==> config.mk <==
export PLATFORM = sky130hd
export DESIGN_NAME = lbs_div
export DESIGN_NICKNAME = d
export VERILOG_FILES = /design/src/hw/rtl/lbs_pkg.sv /design/src/hw/rtl/lbs_div.sv
export SDC_FILE = /design/constraint.sdc
export NUM_CORES = 2
export LEC_CHECK = 0
export BUFFER_PORTS_ARGS = -buffer_cell sky130_fd_sc_hd__buf_2
export CORE_ASPECT_RATIO = 2
export CORE_MARGIN = 5
export CORE_UTILIZATION = 30
export CTS_BUF_LIST = sky130_fd_sc_hd__clkbuf_8 sky130_fd_sc_hd__clkbuf_16
export DETAILED_ROUTE_END_ITERATION = 10
export PLACE_DENSITY = 0.57
export SYNTH_ARGS = -nofsm -noshare
export SYNTH_HDL_FRONTEND = slang
export SYNTH_SLANG_ARGS = --single-unit
==> constraint.sdc <==
create_clock -name clk -period 11.1 [get_ports clk]
set_clock_uncertainty 0.2 [all_clocks]
set_input_delay 1.11 -clock clk [delete_from_list [all_inputs] [get_ports clk]]
set_output_delay 1.11 -clock clk [all_outputs]
set_load 0.005 [all_outputs]
==> src/hw/rtl/lbs_pkg.sv <==
`default_nettype none
package lbs_pkg;

  localparam int MAX_BONES  = 256;
  localparam int BONE_W     = 8;
  localparam int BC_W       = 9;
  localparam int ROWS       = 4;
  localparam int COLS       = 3;
  localparam int INFL       = 4;
  localparam int VAL_W      = 32;
  localparam int ROW_W      = COLS * VAL_W;
  localparam int W_W        = 16;
  localparam int WSUM_W     = 18;
  localparam int T_W        = 44;
  localparam int ACC_W      = 62;
  localparam int Q_W        = 32;
  localparam int DIV_STEP   = 4;
  localparam int DIV_STAGES = Q_W / DIV_STEP;

  // status codes
  localparam logic [1:0] ST_SKIN = 2'd0;
  localparam logic [1:0] ST_ZERO = 2'd1;
  localparam logic [1:0] ST_BAD  = 2'd2;
  localparam logic [1:0] ST_LOAD = 2'd3;

  typedef struct packed {
    logic [ACC_W-1:0]  num;
    logic [WSUM_W-1:0] den;
  } div_in_t;

endpackage
`default_nettype wire

==> src/hw/rtl/lbs_div.sv <==
`default_nettype none
module lbs_div (
  input  logic                     clk,
  input  logic                     en,
  input  lbs_pkg::div_in_t         din,
  output logic [lbs_pkg::Q_W-1:0]  quo
);
  import lbs_pkg::*;

  logic [WSUM_W-1:0] rem_r  [DIV_STAGES];
  logic [Q_W-1:0]    word_r [DIV_STAGES];
  logic [WSUM_W-1:0] den_r  [DIV_STAGES];

  // restoring division, a few quotient bits per stage
  for (genvar s = 0; s < DIV_STAGES; s++) begin : g_stage
    logic [WSUM_W-1:0] rem_in;
    logic [Q_W-1:0]    word_in;
    logic [WSUM_W-1:0] den_in;
    logic [WSUM_W-1:0] rem_nxt;
    logic [Q_W-1:0]    word_nxt;
    logic [WSUM_W:0]   trial;

    if (s == 0) begin : g_first
      // upper numerator bits are below the divisor when no saturation
      assign rem_in  = din.num[Q_W +: WSUM_W];
      assign word_in = din.num[Q_W-1:0];
      assign den_in  = din.den;
    end else begin : g_next
      assign rem_in  = rem_r[s-1];
      assign word_in = word_r[s-1];
      assign den_in  = den_r[s-1];
    end

    always_comb begin
      rem_nxt  = rem_in;
      word_nxt = word_in;
      trial    = '0;
      for (int k = 0; k < DIV_STEP; k++) begin
        trial    = {rem_nxt, word_nxt[Q_W-1]};
        word_nxt = {word_nxt[Q_W-2:0], 1'b0};
        if (trial >= {1'b0, den_in}) begin
          rem_nxt     = WSUM_W'(trial - {1'b0, den_in});
          word_nxt[0] = 1'b1;
        end else begin
          rem_nxt = trial[WSUM_W-1:0];
        end
      end
    end

    always_ff @(posedge clk) begin
      if (en) begin
        rem_r[s]  <= rem_nxt;
        word_r[s] <= word_nxt;
        den_r[s]  <= den_in;
      end
    end
  end

  assign quo = word_r[DIV_STAGES-1];

endmodule
`default_nettype wire

## After elaboration in Yosys (flattened, before gate mapping)

Memories as Yosys holds them, arrays and structs flattened.
Index checks and enable logic that the tools add are counted.

| storage, ports and cells | value |
|---|---|
| latch bits | 0 |
| memories kept | 3 |
| RAM bits | 544 |
| output and inout bits | 32 |
| bits in registers | 0 |
| input port bits | 82 |
| logic and storage cells | 133 |
| memory bits (read-only) | 0 |

Memories:

| memory | words | bits a word | rd ports | clocked after Yosys merged registers in | write ports | RTL line | RTL |
|---|---|---|---|---|---|---|---|
| word_r | 8 | 32 | 8 | 0 | 8 | lbs_div.sv:11 | `logic [Q_W-1:0] word_r [DIV_STAGES];` |
| den_r | 8 | 18 | 7 | 0 | 8 | lbs_div.sv:12 | `logic [WSUM_W-1:0] den_r [DIV_STAGES];` |
| rem_r | 8 | 18 | 7 | 0 | 8 | lbs_div.sv:10 | `logic [WSUM_W-1:0] rem_r [DIV_STAGES];` |

| operators by class | value |
|---|---|
| eq/ne operators | 0 |
| multipliers | 0 |
| add/sub/neg operators | 32 |
| divide/modulo/power cells | 0 |
| shifts and indexed selects | 0 |
| order comparisons | 32 |
| bitwise logic cells | 0 |
| reductions and logical operators | 0 |
| muxes and demuxes | 66 |

Operator list:

| kind | number |
|---|---|
| 19-bit by 18-bit >= comparator with 1-bit output | 32 |
| 18-bit two-way mux | 32 |
| 18-bit subtractor | 32 |
| 1-bit two-way mux | 34 |

## Longest topological paths before layout

| logic depth | value |
|---|---|
| word-level depth | 8 |
| gate-level depth with buffers | 52 |
| depth with buffers taken out | 48 |

## Worst setup path before layout

No wires, ideal clock.

| path | value |
|---|---|
| path type | input -> register |
| start | in din[1] (netlist bit) |
| end | mem rem_r[0][3] (data pin) |
| setup time | 0.261 ns |
| path buffers | 4 |
| slack | -0.324 ns |
| cell stages on the path | 46 |
| data required time | 10.639 ns |
| arrival time | 10.963 ns |
| path through | inv_1 ha_1 nor2b_1 o31a_1 o41ai_4 a211oi_1 a21oi_4 inv_2 o21ai_0 inv_1 ha_1 nor2b_1 o31a_1 o31a_1 o21ai_0 a31oi_1 a211oi_2 clkbuf_1 [... 10 more ...] a31oi_1 o221a_2 buf_4 inv_2 buf_1 mux2_2 ha_1 a21o_1 a21o_1 a21oi_1 nand2_1 o21a_1 o21ai_0 nand2_1 a21oi_1 nand3_1 a21o_1 a221o_1 |

RTL lines:

| element | RTL line | RTL |
|---|---|---|
| start, declared | lbs_div.sv:5 | `input lbs_pkg::div_in_t din,` |
| end, declared | lbs_div.sv:10 |  |

==> implementation parameters <==
Parameter                              Value

Outcome
  Outcome    completed

Floorplanning
  Die height    578.2 um
  Initial Utilization    0.3016
  Total I/O pin count    roughly 110
  Die outline width    294.1 um
  Site row count    roughly 210
  Die outline area    170,100 um^2
  Floorplan Core Area    160,600 um^2

Timing
  Final worst path period share    0.9673
  Normalized max-slew margin    0.2596
  Peak clock frequency supported by timing    around 0.093 GHz
  Setup TNS    0 ps
  Worst slew pin tran    1106 ps
  Final setup violation count    0
  Max-slew violation count    0
  Endpoints failing hold    0
  Clock period minus worst slack    roughly 11,000 ps

Placement
  Final RePlAce weighted congestion    0.9443
  Half-perimeter wire length after placement    151.7 mm
  Count of buffers inserted at the top-level ports    101

Critical path
  Worst path top cell family by delay    compound AO/OA/AOI/OAI gates
  Crit path launch type    flip-flop
  Standard cell with the maximum stage delay on the critical path    sky130_fd_sc_hd__ha_1
  Crit Path Class    flip-flop to flip-flop
  Worst setup path start    den_r[1][1]$_DFFE_PP_
  Req. time, crit path    ~11,000 ps
  Critical path's largest stage delay    540 ps
  Sort of element at the end of the critical path    flip-flop
  Top cell by count, worst path    sky130_fd_sc_hd__buf_4
  Worst reg2reg startpoint    den_r[1][1]$_DFFE_PP_
  Worst Path Max Fanout    18
  Arrival time of data at the critical path endpoint    10,950 ps
  Worst Path Buf+Inv    14

Detailed routing
  Via count    46,040
  Residual DRC    0
  Count of nets left with antenna violations after detail routing    0
  Detailed-route wire length    177.6 mm
  Drt initial violations    1,535
  Routed WL per cell    slightly above 20 um
  Router iterations before antenna repair    7
  Vias per std cell    between 5 and 6

Synthesis
  Area fraction of the dominant cell type after synthesis    0.3150
  Average cell area after synthesis    approximately 9.4 um^2
  Netlist area before placement    48,430 um^2
  Sequential share of the synthesized area    0.3150
  Distinct cell type count of the synthesized netlist    106
  Proportion of synthesized flip-flops having asynchronous set or reset    0
  Yosys warning count    0
  Ranking of synthesized cells by area    sky130_fd_sc_hd__edfxtp_1 31%, sky130_fd_sc_hd__ha_1 15%, sky130_fd_sc_hd__mux2_2 5.7%
  Flop and latch count out of synthesis    508
  Most area-hungry cell type in the Yosys netlist    sky130_fd_sc_hd__edfxtp_1
  Most frequently used flop master after synthesis    sky130_fd_sc_hd__edfxtp_1
  Cell count after synthesis    5,175
  Net Count, Synth    5,864
  Number of enable-type register cells in the synthesized netlist    508

CTS
  Clock tree from TritonCTS    built
  Later-pin clock latency in the skew report    660 ps
  CTS Buf Count    56
  Maximum buffer depth of the clock tree    3
  Clock root buffer    sky130_fd_sc_hd__clkbuf_16
  Reg clk slew, reported paths    70 ps
  Htree depth    2
  Post-cts hold buffer count    0
  Number of clock sinks    roughly 510

GRT
  Remaining Overflow, GRT    0
  Global routing met3 resource utilization    0.01980
  GRT busiest layer    met2
  Initial antenna violation count    5
  First-pass GRT wire length    about 260 mm
  Met1 Track Usage GR    0.1305
  Overall Global Routing Usage    0.1996
  Global-route met2 utilization    0.4155
  Largest net degree at the start of global routing    102
  Number of global-route vias before repair    49,680

Run
  Max capacitance violation total    0

Min path
  Worst min-delay path class    flip-flop to flip-flop
  Beginning of the worst hold path    word_r[1][13]$_DFFE_PP_

Cells and area
  Most frequent cells in the layout    1,371 x sky130_fd_sc_hd__buf_4, 571 x sky130_fd_sc_hd__ha_1, 508 x sky130_fd_sc_hd__edfxtp_1
  Syn-to-layout area delta    32.78%
  Final net count    7,334
  Fillers    16,060
  Most common cell after layout, fill and taps aside    sky130_fd_sc_hd__buf_4
  Share of layout cells above drive strength 1    0.2994
per-layer routing:
| metal | routed length (um) | vias up |
|---|---|---|
| li1 | - | 22260 |
| met1 | 45960 | 21690 |
| met2 | 100700 | 1206 |
| met3 | 4300 | 875 |
| met4 | 26670 | 6 |
| met5 | 32 | - |
stage by stage:
stage               utilization  worst slack (ps)  hold WS [ps]  cells  instance area (um^2)
floorplan                     -             56.76         200.3   5175                 48440
global placement         0.3844            -577.4         201.0   8665                 61720
detailed placement       0.3844            -653.2         204.5   8665                 61720
CTS                      0.3971             2.673         207.6   8770                 63760
global route             0.4004            -83.93         217.3   8787                 64300
finish                   0.4004             362.8         211.3   8789                 64300
worst register-to-register path, delay by kind of cell (launching register included):
family,cells,cell delay [ps]
simple gates,9,1870
mux,4,1420
flops,1,410
buf+inv,14,2440
compound gates,14,2790
fa+ha+maj,4,1390
final timing paths:
path / endpoint / cells past startpoint / slack [ps]
setup / recovery: rem_r[2][12]$_DFFE_PP_ / 45 / 360
hold / removal: word_r[1][49]$_DFFE_PP_ / 0 / 210
setup reg to reg: rem_r[2][12]$_DFFE_PP_ / 45 / 360
hold reg to reg: word_r[1][49]$_DFFE_PP_ / 0 / 210
flip-flops by register name (all words and copies together), names as in the netlist:
signal	cells
den_r	126
word_r	256
rem_r	126
repair_timing:
action	CTS	global route
setup endpoints to repair	95	134
pin swaps	5	29
resized for setup	36	144
gates cloned	1	1
setup buffers	4	16
area by class of cell:
class                   count  area (um^2)  share of cell area
multi-input cells        4198        31820              0.4949
flip-flops and latches    508        15250              0.2372
repair buffers           1502        11300              0.1758
well taps                2100         2628             0.04086
inverters                 379         1438             0.02236
clock buffers              57         1426             0.02218
clock inverters            43        421.7            0.006557
diodes                      2        5.005          0.00007783
cell families (layout without fill, tap and decap cells):
kind of cell,after synthesis,after routing,share of synthesized area
AOI/OAI and AO/OA,1518,1519,0.2048
buffers and inverters,470,1981,0.03806
and+or+nand+nor,1358,1358,0.1373
DFF,508,508,0.3150
muxes,297,297,0.06777
other,0,2,0
xor gates and xnor gates,417,417,0.07541
adders and majority gates,607,607,0.1616
Yosys cell counts (86+ instances only):
master and n:
sky130_fd_sc_hd__nand2_1 347, sky130_fd_sc_hd__edfxtp_1 508, sky130_fd_sc_hd__nand2b_1 90, sky130_fd_sc_hd__ha_1 576, sky130_fd_sc_hd__o21ai_0 354, sky130_fd_sc_hd__a21o_1 179, sky130_fd_sc_hd__nand3_1 98, sky130_fd_sc_hd__a21oi_1 418
sky130_fd_sc_hd__nor2_1 347, sky130_fd_sc_hd__mux2_2 244, sky130_fd_sc_hd__inv_1 369, sky130_fd_sc_hd__xor2_1 146, sky130_fd_sc_hd__xnor2_1 271, sky130_fd_sc_hd__nor2b_1 86, sky130_fd_sc_hd__o21a_1 87, sky130_fd_sc_hd__nor3_1 109
Power is left out: the tool's default activity adds up to more than one toggle a clock period on the data nets, which glitch-free logic cannot reach.
